<file path="src/sv/aea_pkg.sv">
// ----------------------------------------------------------------------------
// aea_pkg
// shared types and constants of the aligned extent allocator
// ----------------------------------------------------------------------------
package aea_pkg;

  localparam int unsigned MaxExtents = 64;
  localparam int unsigned IdxW       = $clog2(MaxExtents);
  localparam int unsigned CntW       = $clog2(MaxExtents + 1);

  localparam logic [1:0] StatusOk   = 2'd0;
  localparam logic [1:0] StatusNoFit = 2'd1;
  localparam logic [1:0] StatusFull = 2'd2;

  localparam logic [1:0] RegPoolBase  = 2'd0;
  localparam logic [1:0] RegPoolBytes = 2'd1;

  localparam logic MODE_ALLOC = 1'b0;
  localparam logic MODE_FREE  = 1'b1;

  // one free extent
  typedef struct packed {
    logic [31:0] start;
    logic [31:0] len;
  } ext_t;

endpackage

</file>
<file path="src/sv/aea_ext_mem.sv">
// ----------------------------------------------------------------------------
// aea_ext_mem
// extent table, one write and one registered read per cycle
// ----------------------------------------------------------------------------
module aea_ext_mem (
  input  logic                        clk_i,
  input  logic                        we_i,
  input  logic [aea_pkg::IdxW-1:0]    waddr_i,
  input  aea_pkg::ext_t               wdata_i,
  input  logic [aea_pkg::IdxW-1:0]    raddr_i,
  output aea_pkg::ext_t               rdata_o
);

  aea_pkg::ext_t mem_q [aea_pkg::MaxExtents];
  aea_pkg::ext_t rdata_q;

  always_ff @(posedge clk_i) begin
    if (we_i) begin
      mem_q[waddr_i] <= wdata_i;
    end
    rdata_q <= mem_q[raddr_i];
  end

  assign rdata_o = rdata_q;

endmodule

</file>
<file path="config.mk">
export PLATFORM = sky130hd
export DESIGN_NAME = aea_ext_mem
export DESIGN_NICKNAME = d
export VERILOG_FILES = /design/src/sv/aea_pkg.sv /design/src/sv/aea_ext_mem.sv
export SDC_FILE = /design/constraint.sdc
export NUM_CORES = 2
export LEC_CHECK = 0
export BUFFER_PORTS_ARGS = -buffer_cell sky130_fd_sc_hd__buf_2
export CAP_MARGIN = 20
export CORE_UTILIZATION = 59
export CTS_BUF_LIST = sky130_fd_sc_hd__clkbuf_4 sky130_fd_sc_hd__clkbuf_8
export DETAILED_ROUTE_END_ITERATION = 10
export GPL_ROUTABILITY_DRIVEN = 0
export HOLD_SLACK_MARGIN = 0.15
export PLACE_DENSITY = 0.84
export SLEW_MARGIN = 40
export SYNTH_ARGS = -nofsm -noshare
export SYNTH_HDL_FRONTEND = slang
export SYNTH_SLANG_ARGS = --single-unit
</file>
<file path="constraint.sdc">
create_clock -name clk_i -period 5.1 [get_ports clk_i]
set_input_delay 0 -clock clk_i [delete_from_list [all_inputs] [get_ports clk_i]]
set_output_delay 0 -clock clk_i [all_outputs]
set_load 0.005 [all_outputs]
</file>
**Yosys cells after proc, flatten, opt, wreduce, memory -nomap -nowiden**

Memory sizes are Yosys's and may differ from the RTL's. A register that Yosys moved wholly into a read port is not among the register bits.
Index checks and enable logic that the tools add are counted.

- Multiplexer cells: 2

Operator list:

| operator | count |
|---|---|
| two-way mux 1 bit | 2 |

- Register bits: 0
- Bits in writable memories: 4096
- Memories: 1

Memories:

| memory | depth | bits a word | rd ports | clocked after Yosys merged registers in | wr ports | line | text |
|---|---|---|---|---|---|---|---|
| mem_q | 64 | 64 | 1 | 1 | 1 | aea_ext_mem.sv:14 | `aea_pkg::ext_t mem_q [aea_pkg::MaxExtents];` |

**Longest topological paths before layout**

- Word-level depth: 2
- Depth in mapped cells: 9
- Depth with buffers taken out: 5

**Worst setup path after synthesis**

No wires, ideal clock.

- Path kind: input -> register
- From: in waddr_i[3] in the netlist's numbering
- To: mem mem_q[48][0] in the netlist's numbering (enable)
- Setup time: 0.564 ns
- Arrival time: 4.872 ns
- Setup slack: -0.336 ns
- Cell stages on the path: 4
- Buffers on the path: 1
- Path through: clkbuf_1 nor2b_1 nand4b_1 nor3_1

RTL lines:

| element | line | text |
|---|---|---|
| start, declared | aea_ext_mem.sv:8 | `input logic [aea_pkg::IdxW-1:0] waddr_i,` |
| end, declared | aea_ext_mem.sv:14 |  |

No word-level cell before the write port.

==> results by group <==
Status
  • Status: finished clean

Setup path
  • CP Max Fanout: 73
  • Cell Chain, Critical Path: dlygate4sd3_1 > buf_12 > buf_12 > mux4_2 > nor2b_1 > a211oi_1 > o22ai_1 > dlygate4sd3_1 > and3_1 > dlygate4sd3_1
  • WP data required: 6.06 ns
  • Critical path arrival: 4.33 ns
  • Crit path top cell by count: dlygate4sd3_1
  • WP buf/inv: 5
  • Startpoint types: primary input
  • Crit Path Class: in -> reg
  • CP peak stage delay: 0.61 ns
  • Slowest CP cell: dlygate4sd3_1
  • Kind of end point of the critical path: flop
  • Worst R2R Path Depth: 7
  • CP delay by family, top: buffers and inverters
  • Levels on crit path: 10

Min path
  • Hold Path Depth: 2
  • Class of the worst hold path: in -> reg

Detailed routing
  • Via-to-Cell Ratio: 7.28
  • Routed length per instance: 40.3 um
  • Final wirelength: 462 mm
  • DRC violations left: 0
  • Vias: 83300
  • 1st-iter DRT viols: 15300
  • Routed Antenna Nets: 0
  • Drt first pass iters: 6

Global routing
  • Total track usage: 34.7%
  • Pin count of the biggest net entering global routing: 99
  • Vias in the first global route: 85500
  • First-pass GRT wire length: 637 mm
  • Initial antenna violation count: 26
  • Total congestion overflow: 0

STA
  • Clock skew: 0.0821 ns
  • Unrepaired setup endpoints after global routing: no
  • Final Hold Fails: 0
  • Max_slew headroom: 33.4%
  • Fin crit period: 3.37 ns
  • Final period utilization: 66.0%
  • Final Max Slew Viols: 0
  • Worst Max-Slew Pin Slew: 0.999 ns
  • Setup TNS: 0 ns
  • Max Clk Rate: 297 MHz
  • Setup-failing EPs final: 0

Yosys
  • Unique masters post-synth: 33
  • Share of the synthesized area in the top cell type: 78.7%
  • Top area cells in the synthesized netlist: edfxtp_1 (79%), mux4_2 (15%), mux2i_1 (0.86%)
  • Top FF cell, synth: edfxtp_1
  • Synth area leader: edfxtp_1
  • Seq/Total Area, Yosys: 79.5%
  • Syn avg cell area: 23.7 sq um
  • EDFF count, synth: 4096
  • Post-Syn Nets: 6676
  • #FFs+latches synth: 4160
  • Yosys Warn Count: 0
  • Mapped Area: 0.156 sq mm
  • Cells after synthesis: 6598
  • Asr flop ratio synth: 0%

CTS
  • TritonCTS Buffers: 616
  • CTS tree: done
  • Clock Sinks: 4160
  • Clk root buf: clkbuf_8
  • Clock latency at the later pin of the worst-skew pair: 1.13 ns
  • H-tree Lvls: 6
  • Setup Fix Bufs, Post-CTS: 0
  • Worst-path clk slew: 0.07 ns
  • CTS Buffer Depth: 4

Die
  • Starting density of the core: 59.5%
  • Core ar.: 0.263 sq mm
  • Ports: 142
  • Rows: 188
  • Die Height: 517 um
  • Die area: 0.267 sq mm
  • Die W: 517 um

Placed design
  • Post-Place Cells: 10100
  • HPWL after DPL: 234 mm
  • Input/output buffers: 141

Layout
  • Fill cells: 14200
  • Area growth syn-to-layout: 14.2%
  • Fin nets: 7522
  • Layout cells sized above 1: 32.5%
  • Fin cells: 11500

Power
  • Flop pwr share: 55.1%
  • Int Pwr: 53.3 mW
  • Sw Ratio: 22.8%
  • Leak: 56.5 nW
  • Power density over cell area: 387 mW/mm^2
  • Combinational Power Share: 5.3%
  • Worst vdd ir: 0.339 mV
  • Clock share of power: 39.6%
  • Psw: 15.8 mW

Job
  • Max cap viols: 0
cell usage in the layout (no fill, tap or decap), drive strengths merged, types with 2 or more instances in the layout:
cell type,instances
nand3b,2
mux2i,135
a41oi,26
o221ai,38
nor2b,28
diode,13
and3,64
or2,28
clkinvlp,17
nor2,112
dlygate4sd3,150
nand3,45
clkinv,180
clkbuf,869
nand2b,11
nand4,2
inv,43
a31oi,18
o22ai,83
a22oi,168
nand2,58
a211oi,63
mux4,1024
edfxtp,4096
or3,29
buf,447
nor3,2
and2,3
bufinv,12
dfxtp,64
a2bb2oi,19
a22o,88
flip-flops by register name (all words and copies together), names as in the netlist:
signal and count:
rdata_o 64, mem_q 4096
cells in the mapped netlist (29+ instances only):
library cell and number:
buf_4 34, o22ai_1 83, mux4_2 1024, or3_1 29, nor2_1 112, clkbuf_1 140
edfxtp_1 4096, a22o_1 88, and3_1 64, o221ai_1 38, a22oi_1 168, nand2_1 58
a211oi_1 63, nand3_1 45, dfxtp_1 64, buf_2 170, mux2i_1 135
layout make-up:
cell class / count / area (sq um) / area share, %
Antenna cell: 13 / 32.5 / 0.0182
Tap cell: 3515 / 4400 / 2.46
Sequential cell: 4160 / 124000 / 69.6
Timing Repair Buffer: 598 / 6770 / 3.79
Multi-Input combinational cell: 2049 / 30800 / 17.3
Clock buffer: 868 / 10600 / 5.93
Clock inverter: 233 / 1550 / 0.866
Inverter: 19 / 71.3 / 0.0400
per-stage QoR:
stage	setup slack (ns)	hold slack [ns]	utilization, %	power [mW]	cell area, sq um
2_1_floorplan	1.07	0.0989	-	40.4	156000
3_3_place_gp	1.96	0.400	61.9	41.8	163000
3_5_place_dp	1.83	0.400	62.1	42.0	163000
4_1_cts	1.82	0.174	67.7	68.7	178000
5_1_grt	1.68	0.157	67.9	70.4	178000
6_report	1.73	0.154	67.9	69.1	179000
path summary, 6_finish.rpt:
path / from / endpoint / slack (ns)
setup reg to reg: mem_q[12][42]$_DFFE_PP_ / rdata_o[42]$_DFF_P_ / 2.04
hold reg to reg: mem_q[45][14]$_DFFE_PP_ / rdata_o[14]$_DFF_P_ / 0.85
setup / recovery: raddr_i[0] / rdata_o[42]$_DFF_P_ / 1.73
hold / removal: wdata_i[21] / mem_q[18][21]$_DFFE_PP_ / 0.15
power by group through the flow:
| stage | clock network [mW] | registers (mW) | logic [mW] |
|---|---|---|---|
| finish | 27.4 | 38.1 | 3.63 |
| global route | 28.6 | 38.1 | 3.69 |
| CTS | 27.1 | 38.1 | 3.49 |
| detailed placement | 0 | 38.8 | 3.19 |
| global placement | 0 | 38.8 | 3.03 |
| floorplan | 0 | 38.7 | 1.76 |
worst register-to-register path: cells and delay by family (launching register included):
kind	cells	cell delay, ns
AND/OR/NAND/NOR	2	0.31
flip-flops	1	0.39
buffers and inverters	2	1.17
multiplexers	1	0.47
AO/OA/AOI/OAI	2	0.61
repair_timing:
action                                 4_1_cts  5_1_grt
hold buffers                               191       10
resized for setup                            0        0
endpoints found under the hold margin     5548      550
metal layers:
metal  vias up  GRT usage [%]  routed length [um]
met5         -              0                 151
met3      2144           10.2               70100
li1      30300              -                   -
met4        24           24.3               39300
met1     41600           41.6              134000
met2      9275           54.6              218000
kinds of logic after synthesis:
kind of cell	count (synthesis)	synth area share, %
flops	4160	79.5
mux	1159	15.6
buf+inv	389	1.18
simple gates	386	1.24
compound gates	504	2.48
No activity file was read; power rests on OpenSTA's default activity.
