--- src/sv/aea_pkg.sv ---
// ----------------------------------------------------------------------------
// aea_pkg
// shared types and constants of the aligned extent allocator
// ----------------------------------------------------------------------------
package aea_pkg;

  localparam int unsigned MaxExtents = 64;
  localparam int unsigned IdxW       = $clog2(MaxExtents);
  localparam int unsigned CntW       = $clog2(MaxExtents + 1);

  localparam logic [1:0] StatusOk   = 2'd0;
  localparam logic [1:0] StatusNoFit = 2'd1;
  localparam logic [1:0] StatusFull = 2'd2;

  localparam logic [1:0] RegPoolBase  = 2'd0;
  localparam logic [1:0] RegPoolBytes = 2'd1;

  localparam logic MODE_ALLOC = 1'b0;
  localparam logic MODE_FREE  = 1'b1;

  // one free extent
  typedef struct packed {
    logic [31:0] start;
    logic [31:0] len;
  } ext_t;

endpackage

--- src/sv/aea_fit_unit.sv ---
// ----------------------------------------------------------------------------
// aea_fit_unit
// alignment pad of one extent and the remainder it would leave
// ----------------------------------------------------------------------------
module aea_fit_unit (
  input  aea_pkg::ext_t        ext_i,
  input  logic [28:0]          actual_i,
  input  logic [16:0]          align_i,
  input  logic [15:0]          offset_i,
  input  logic                 low_i,
  output logic [16:0]          pad_o,
  // remainder path works on registered operands
  input  logic [31:0]          len_i,
  input  logic [16:0]          pad_i,
  output logic signed [33:0]   rem_o
);

  logic [31:0] addr;
  logic [31:0] sum;
  logic [16:0] m;

  always_comb begin
    addr = low_i ? ext_i.start : (ext_i.start + ext_i.len - {3'b0, actual_i});
    sum  = addr + {16'b0, offset_i};
    m    = sum[16:0] & (align_i - 17'd1);
    if (!low_i) begin
      pad_o = m;
    end else if (m == 17'd0) begin
      pad_o = 17'd0;
    end else begin
      pad_o = align_i - m;
    end
  end

  assign rem_o = $signed({2'b0, len_i}) - $signed({5'b0, actual_i})
               - $signed({17'b0, pad_i});

endmodule

--- config.mk ---
export PLATFORM = sky130hd
export DESIGN_NAME = aea_fit_unit
export DESIGN_NICKNAME = d
export VERILOG_FILES = /design/src/sv/aea_pkg.sv /design/src/sv/aea_fit_unit.sv
export SDC_FILE = /design/constraint.sdc
export NUM_CORES = 1
export LEC_CHECK = 0
export ABC_AREA = 1
export BUFFER_PORTS_ARGS = -buffer_cell sky130_fd_sc_hd__buf_2
export CAP_MARGIN = 40
export CORE_MARGIN = 5
export CORE_UTILIZATION = 29
export DETAILED_ROUTE_END_ITERATION = 8
export GPL_ROUTABILITY_DRIVEN = 0
export SLEW_MARGIN = 25
export SYNTH_ARGS = -nofsm -noshare
export SYNTH_HDL_FRONTEND = slang
export SYNTH_SLANG_ARGS = --single-unit
--- constraint.sdc ---
create_clock -name vclk -period 12.1
set_input_delay 2.42 -clock vclk [all_inputs]
set_output_delay 2.42 -clock vclk [all_outputs]
set_load 0.05 [all_outputs]
-- After elaboration in Yosys (flattened, before gate mapping)
Cells that the tools add are included.
- flip-flop bits (word level): 0
- latch bits: 0
- memory bits (writable): 0
- memory bits (read-only): 0
- bits of input ports: 176
- output and inout bits: 51
- word-level logic and storage cells: 12
- memories: 0
- $add $sub $neg: 7
- $mul: 0
- divide/modulo/power cells: 0
- $lt $le $gt $ge: 0
- eq/ne operators: 0
- shifts and indexed selects: 0
- mux-type cells: 3
- bitwise operators: 1
- reductions and logical operators: 1
- operators by type and width (cell ; count):
    $mux 17 ; 3
    $sub 17x17->17 ; 2
    $sub 33x18->34 ; 1
    $sub 32x29->33 ; 1
    $add 17x16->17 ; 1
    $add 17x17->17 ; 1
    $and 17x17->17 ; 1
    $logic_not 17->1 ; 1
    $sub 17x1->17 const B ; 1

-- Longest topological paths before layout
Gate-level depths: netlist (run 1).
- word-level depth: 8
- gate-level depth with buffers: 34
- gate-level depth less buffers: 34

-- Least setup slack after synthesis (run 1)
OpenSTA, ideal clock, no wires.
- path kind: input-to-output
- start: in ext_i[2] in the netlist's numbering
- end: out pad_o[10]
- data arrival time: 6.709 ns
- path slack: 2.971 ns
- stages on the path: 24
- path buffers: 0
- path through: inv_1 fa_1 inv_1 ha_1 a21oi_1 nand2_1 nand3_1 nand4_1 a31o_2 or2_2 nand3_1 o21ai_0 ha_1 a21oi_1 o21a_1 o21ai_0 a21oi_1 inv_1 nand3_1 nand2_1 or2_4 nand2_2 nand2_4 o22ai_1
- cells in the longest elaborated chain, start to end: 8
- RTL lines (what ; line ; source):
    from (decl) ; aea_fit_unit.sv:6 ; input aea_pkg::ext_t ext_i,
    $add 17x17->17 (*) ; aea_fit_unit.sv:23 ; addr = low_i ? ext_i.start : (ext_i.start + ext_i.len - {3'b0, actual_i});
    $sub 17x17->17 (*) ; aea_fit_unit.sv:23 ;
    $mux 17 (*) ; aea_fit_unit.sv:23 ;
    $add 17x16->17 (*) ; aea_fit_unit.sv:24 ; sum = addr + {16'b0, offset_i};
    $and 17x17->17 (*) ; aea_fit_unit.sv:25 ; m = sum[16:0] & (align_i - 17'd1);
    $sub 17x17->17 / $logic_not 17->1 (equally long branches) ; aea_fit_unit.sv:31, aea_fit_unit.sv:28 ;
    $mux 17 ; aea_fit_unit.sv:28 ; end else if (m == 17'd0) begin
    $mux 17 (*) ; aea_fit_unit.sv:26 ; if (!low_i) begin
    to (decl) ; aea_fit_unit.sv:11 ; output logic [16:0] pad_o,
Mark *: on every way between the ends. The rest lies on a longest branch, timed or not.

-- Worst setup path after layout (run 1)
- start: in ext_i[36] in the netlist's numbering
- end: out pad_o[10]
- cells in the longest elaborated chain, start to end: 8
- RTL lines (what ; line):
    $add 17x17->17 ; aea_fit_unit.sv:23
    $sub 17x17->17 ; aea_fit_unit.sv:23
    $mux 17 (*) ; aea_fit_unit.sv:23
    $add 17x16->17 (*) ; aea_fit_unit.sv:24
    $and 17x17->17 (*) ; aea_fit_unit.sv:25
    $sub 17x17->17 / $logic_not 17->1 (equally long branches) ; aea_fit_unit.sv:31, aea_fit_unit.sv:28
    $mux 17 ; aea_fit_unit.sv:28
    $mux 17 (*) ; aea_fit_unit.sv:26
Marked as above.

==> results of run 1 <==
[layer usage]
metal / wire (um) / vias up / part of all wire [%] / track usage, %
met5: 80 / - / 0.30 / 0
met4: 259 / 10 / 0.98 / 1.62
met3: 1520 / 27 / 5.8 / 2.13
met2: 13000 / 250 / 49 / 31.3
met1: 11600 / 4195 / 44 / 21.2
li1: - / 4946 / - / -
[tightest hold or removal path, stage by stage]
cell and delay [ps]:
buf_2 80, ha_1 120, inv_1 30, buf_2 200
[Yosys cell counts (all sizes together) (2+ instances only)]
master,instances,area share (%)
a21oi,87,6.1
a21o,6,0.58
nand4,27,2.2
o22ai,12,0.96
fa,19,4.9
xnor2,19,2.1
inv,316,15
xor2,49,5.9
a21boi,3,0.29
o21bai,6,0.58
nor3,16,1.2
nand2,413,21
nor2,133,7.7
o211ai,2,0.19
or2,10,0.83
nand3,142,9.9
o21a,3,0.29
a31oi,5,0.40
o21ai,56,3.7
clkbuf,5,0.24
ha,86,14
o31ai,3,0.29
nand3b,13,1.2
[power groups by stage]
stage | Sequential [mW] | Combinational [mW] | Clock, mW
floorplan | 0 | 0.834 | 0
global placement | 0 | 1.06 | 0
detailed placement | 0 | 1.07 | 0
CTS | 0 | 1.07 | 0
global route | 0 | 1.19 | 0
finish | 0 | 1.07 | 0
[area by class of cell]
| type | instances | area [um2] | share of cell area, % |
|---|---|---|---|
| Tap cell | 341 | 427 | 4.63 |
| Timing Repair Buffer | 198 | 993 | 10.8 |
| Multi-Input combinational cell | 1117 | 6610 | 71.7 |
| Inverter | 317 | 1190 | 12.9 |
[final timing paths]
kind  slack [ps]      start  depth (start not counted)         to
max         2500  ext_i[36]                         26  pad_o[10]
min         5260   pad_i[0]                          4   rem_o[0]
[stage by stage]
| step | total power [mW] | utilization, % | hold slack (ps) |
|---|---|---|---|
| 2_1_floorplan | 0.834 | - | 5130 |
| 3_3_place_gp | 1.06 | 34.5 | 5260 |
| 3_5_place_dp | 1.07 | 34.5 | 5270 |
| 4_1_cts | 1.07 | 34.5 | 5270 |
| 5_1_grt | 1.19 | 34.5 | 5290 |
| 6_report | 1.07 | 34.5 | 5260 |
[logic make-up after synthesis]
logic type               Yosys count  share of synthesized area [%]
buffers and inverters            323                           15.5
AND/OR/NAND/NOR                  757                           44.1
XOR/XNOR                          68                           8.00
adder cells (fa/ha/maj)          105                           18.6
AO/OA/AOI/OAI                    187                           13.8
==> metrics.yaml, run 1 <==
pwr:
  p_int_mw: 0.323
  leakagePower_nw: 5.48
  p_sw_mw: 0.749
  ir_drop_mv: 0.110
  p_clk_share_pct: 0
  p_comb_share_pct: 100.0
  p_seq_share_pct: 0
  power_density_nw_per_um2: 116
  p_sw_share_pct: 69.9
cts:
  cts_setup_buffers: 0
  ctsResizeCount: 0
  cts_hold_repair.buffers: 0
logic_synthesis:
  avgSynthCellArea_um2: 5.43
  netlist_area_um2: 7820
  synth_nets: 1721
  ys_types: 48
  synth-seq-area-share_pct: 0
  synth_warnings: 0
  syn_inst: 1440
global_route:
  overflow: 0
  track_usage_pct: 16.8
  antenna_found_initial: 5
  grt_pass1_vias: 9256
  grt_pass1_wl_mm: 43.1
  grt_max_degree: 26
placement:
  place_ws_ps: 2530
  io_buffers: 197
  dp_hpwl_mm: 24.0
  dpl_cell_area_um2: 9220
  place_inst: 1973
critical_path:
  cp_num_buf_inv: 5
  cp_max_fo: 10
  cp-start-kind: "primary input"
  path_delay_family: "compound AO/OA/AOI/OAI gates"
  cp_slowest_stage_delay_ps: 490
  arrival_ps: 7180
  cp-end-kind: "output port"
  worstPathRequired_ps: 9680
  critPathSlowestCell: "fa_1"
  path_class: "primary input to output port"
cells_and_area:
  n_fill_cell: 3113
  final_cell_mix: "nand2_1, inv_1, buf_2"
  clock_buffer_count: 0
  nFlopsAndLatches: 0
  register_area_um2: 0
  diodes: 0
  fin_nets: 1915
  areaGrowthSynthToFinish_pct: 17.8
  fin_area_um2: 9220
  drive_gt1_share_pct: 18.5
  finalNonFillerCells: 1973
  layout_commonest_cell: "nand2_1"
sta:
  tns_ps: 0
  finalHoldViolations: 0
  finalCritPeriodShare_pct: 79.3
  clock.fmax_mhz: 104
  tightestPinTransition_ps: 552
  maxSlewHeadroom_pct: 63.2
  worst_slack_ps: 2500
  setup_viol: 0
  rsz0062_at_grt: "no"
  fin_crit_ps: 9600
  final_max_slew_viol_count: 0
floorplan:
  row_count: 60
  pin_count: 227
  core_area_um2: 26700
  die_y_um: 174
  die_w_um: 174
  dieArea_um2: 30400
  initial_core_util_pct: 29.3
routing:
  detail_route.vias_per_cell: 4.78
  drtIter0Drc: 479
  drt_wl_total_mm: 26.4
  drc_errors: 0
  routedWlPerCell_um: 13.4
  route.vias.total: 9428
  postRouteAntennaNets: 0
  first_pass_iters: 7
run_status:
  outcome: "finished, final reports clean"
job:
  cap_violations: 0
worst_hold_path:
  hold_path.class: "primary input to output port"
Note: power is estimated with default switching activity, not from simulation.
==> run 2, diff against run 1 <==
Clock period 12.1 ns to 8.65 ns, I/O delays scaled along.
==> run 2 against run 1 <==
Flip-flop and latch count unchanged. Setup slack got worse by 2000 ps. Core utilization increased by 0.19 points. First-iteration DRC count decreased by 4.0%. Critical endpoint is now pad_o[15]. Highest routed layer unchanged.
==> metrics.yaml, run 2 (synthesis gave the netlist of run 1 again) <==
routing:
  routedWlPerCell_um: 13.3
  postRouteAntennaNets: 0
  first_pass_iters: 5
  route.vias.total: 9323
  drtIter0Drc: 460
  drt_wl_total_mm: 26.4
  drc_errors: 0
  detail_route.vias_per_cell: 4.72
critical_path:
  cp_max_fo: 4
  arrival_ps: 6460
  cp-end-kind: "output port"
  critPathSlowestCell: "fa_1"
  cp_slowest_stage_delay_ps: 530
  cp-start-kind: "primary input"
  worst_path_most_repeated_cell: "nand2_1"
  path_class: "primary input to output port"
  worstPathRequired_ps: 6920
cells_and_area:
  register_area_um2: 0
  clock_buffer_count: 0
  areaGrowthSynthToFinish_pct: 18.5
  drive_gt1_share_pct: 18.8
  nFlopsAndLatches: 0
  layout_commonest_cell: "nand2_1"
  final_cell_mix: "nand2_1, inv_1, buf_2"
  utilization_pct: 34.7
  fin_nets: 1917
  n_fill_cell: 3066
pwr:
  p_seq_share_pct: 0
  p_clk_share_pct: 0
  power_density_nw_per_um2: 162
  p_int_mw: 0.457
  p_comb_share_pct: 100.0
  leakagePower_nw: 5.49
  p_sw_share_pct: 69.6
  p_sw_mw: 1.05
  ir_drop_mv: 0.165
sta:
  setup_viol: 0
  fin_crit_ps: 8190
  clock.fmax_mhz: 122
  final_max_slew_viol_count: 0
  finalCritPeriodShare_pct: 94.6
  worst_slack_ps: 464
  hold_ws_ps: 3880
  maxSlewHeadroom_pct: 71.3
  tightestPinTransition_ps: 429
  finalHoldViolations: 0
worst_hold_path:
  hold_start: "pad_i[0]"
  hold_path.class: "primary input to output port"
  worstHoldEndpoint: "rem_o[0]"
  min_path_cells: 4
floorplan:
  core_area_um2: 26700
  dieArea_um2: 30400
  row_count: 60
  die_w_um: 174
  die_y_um: 174
  initial_core_util_pct: 29.3
  pin_count: 227
global_route:
  grt_pass1_wl_mm: 42.9
  grt_pass1_vias: 9312
  grt_max_degree: 31
  antenna_found_initial: 8
  track_usage_pct: 16.7
  overflow: 0
job:
  cap_violations: 0
placement:
  dp_hpwl_mm: 23.9
  place_ws_ps: 474
  io_buffers: 197
run_status:
  outcome: "finished, final reports clean"
[run 2: critical path: cells and delay by family]
family	cells	cell delay (ps)
compound gates	3	490
fa+ha+maj	4	1660
buf+inv	7	670
simple gates	21	1900
[run 2: worst max path at each step]
stage | from | end | slack, ps
2_1_floorplan | ext_i[2] | pad_o[10] | 900
3_3_place_gp | ext_i[36] | pad_o[15] | 520
3_5_place_dp | ext_i[1] | pad_o[15] | 470
4_1_cts | ext_i[1] | pad_o[15] | 460
5_1_grt | ext_i[1] | pad_o[15] | -20
6_report | ext_i[1] | pad_o[15] | 460
[run 2: per-stage QoR]
| stage | cells | power [mW] | cell area [um2] | TNS [ps] |
|---|---|---|---|---|
| floorplan | 1440 | 1.17 | 7820 | 0 |
| global placement | 1974 | 1.48 | 9230 | 0 |
| detailed placement | 1974 | 1.49 | 9230 | 0 |
| CTS | 1974 | 1.50 | 9230 | 0 |
| global route | 1976 | 1.67 | 9270 | -17.7 |
| finish | 1976 | 1.51 | 9270 | 0 |
[run 2: timing repair]
item / CTS / global route
setup endpoints to repair: 0 / 2
hold buffers: 0 / 0
resized for setup: 0 / 6
hold endpoints to repair: 0 / 0
setup buffers: 0 / 1
[run 2: per-layer routing]
layer	GRT usage, %	wire length (um)	up-vias
li1	-	-	4954
met1	21.0	11800	4121
met4	1.58	311	14
met3	2.17	1280	31
met2	31.2	12900	203
met5	0	97	-
[run 2: area by class of cell]
class	count	area (um2)	area share [%]
antenna	1	2.50	0.0270
inverter	317	1190	12.8
multi-input combinational	1117	6640	71.6
timing repair buffer	200	1010	10.9
tap	341	427	4.60
[run 2: power by group through the flow]
stage | Sequential (mW) | Clock (mW) | Combinational, mW
after detailed placement | 0 | 0 | 1.49
after CTS | 0 | 0 | 1.50
final | 0 | 0.0000000155 | 1.51
after floorplan | 0 | 0 | 1.17
after global routing | 0 | 0.0000000155 | 1.67
after global placement | 0 | 0 | 1.48
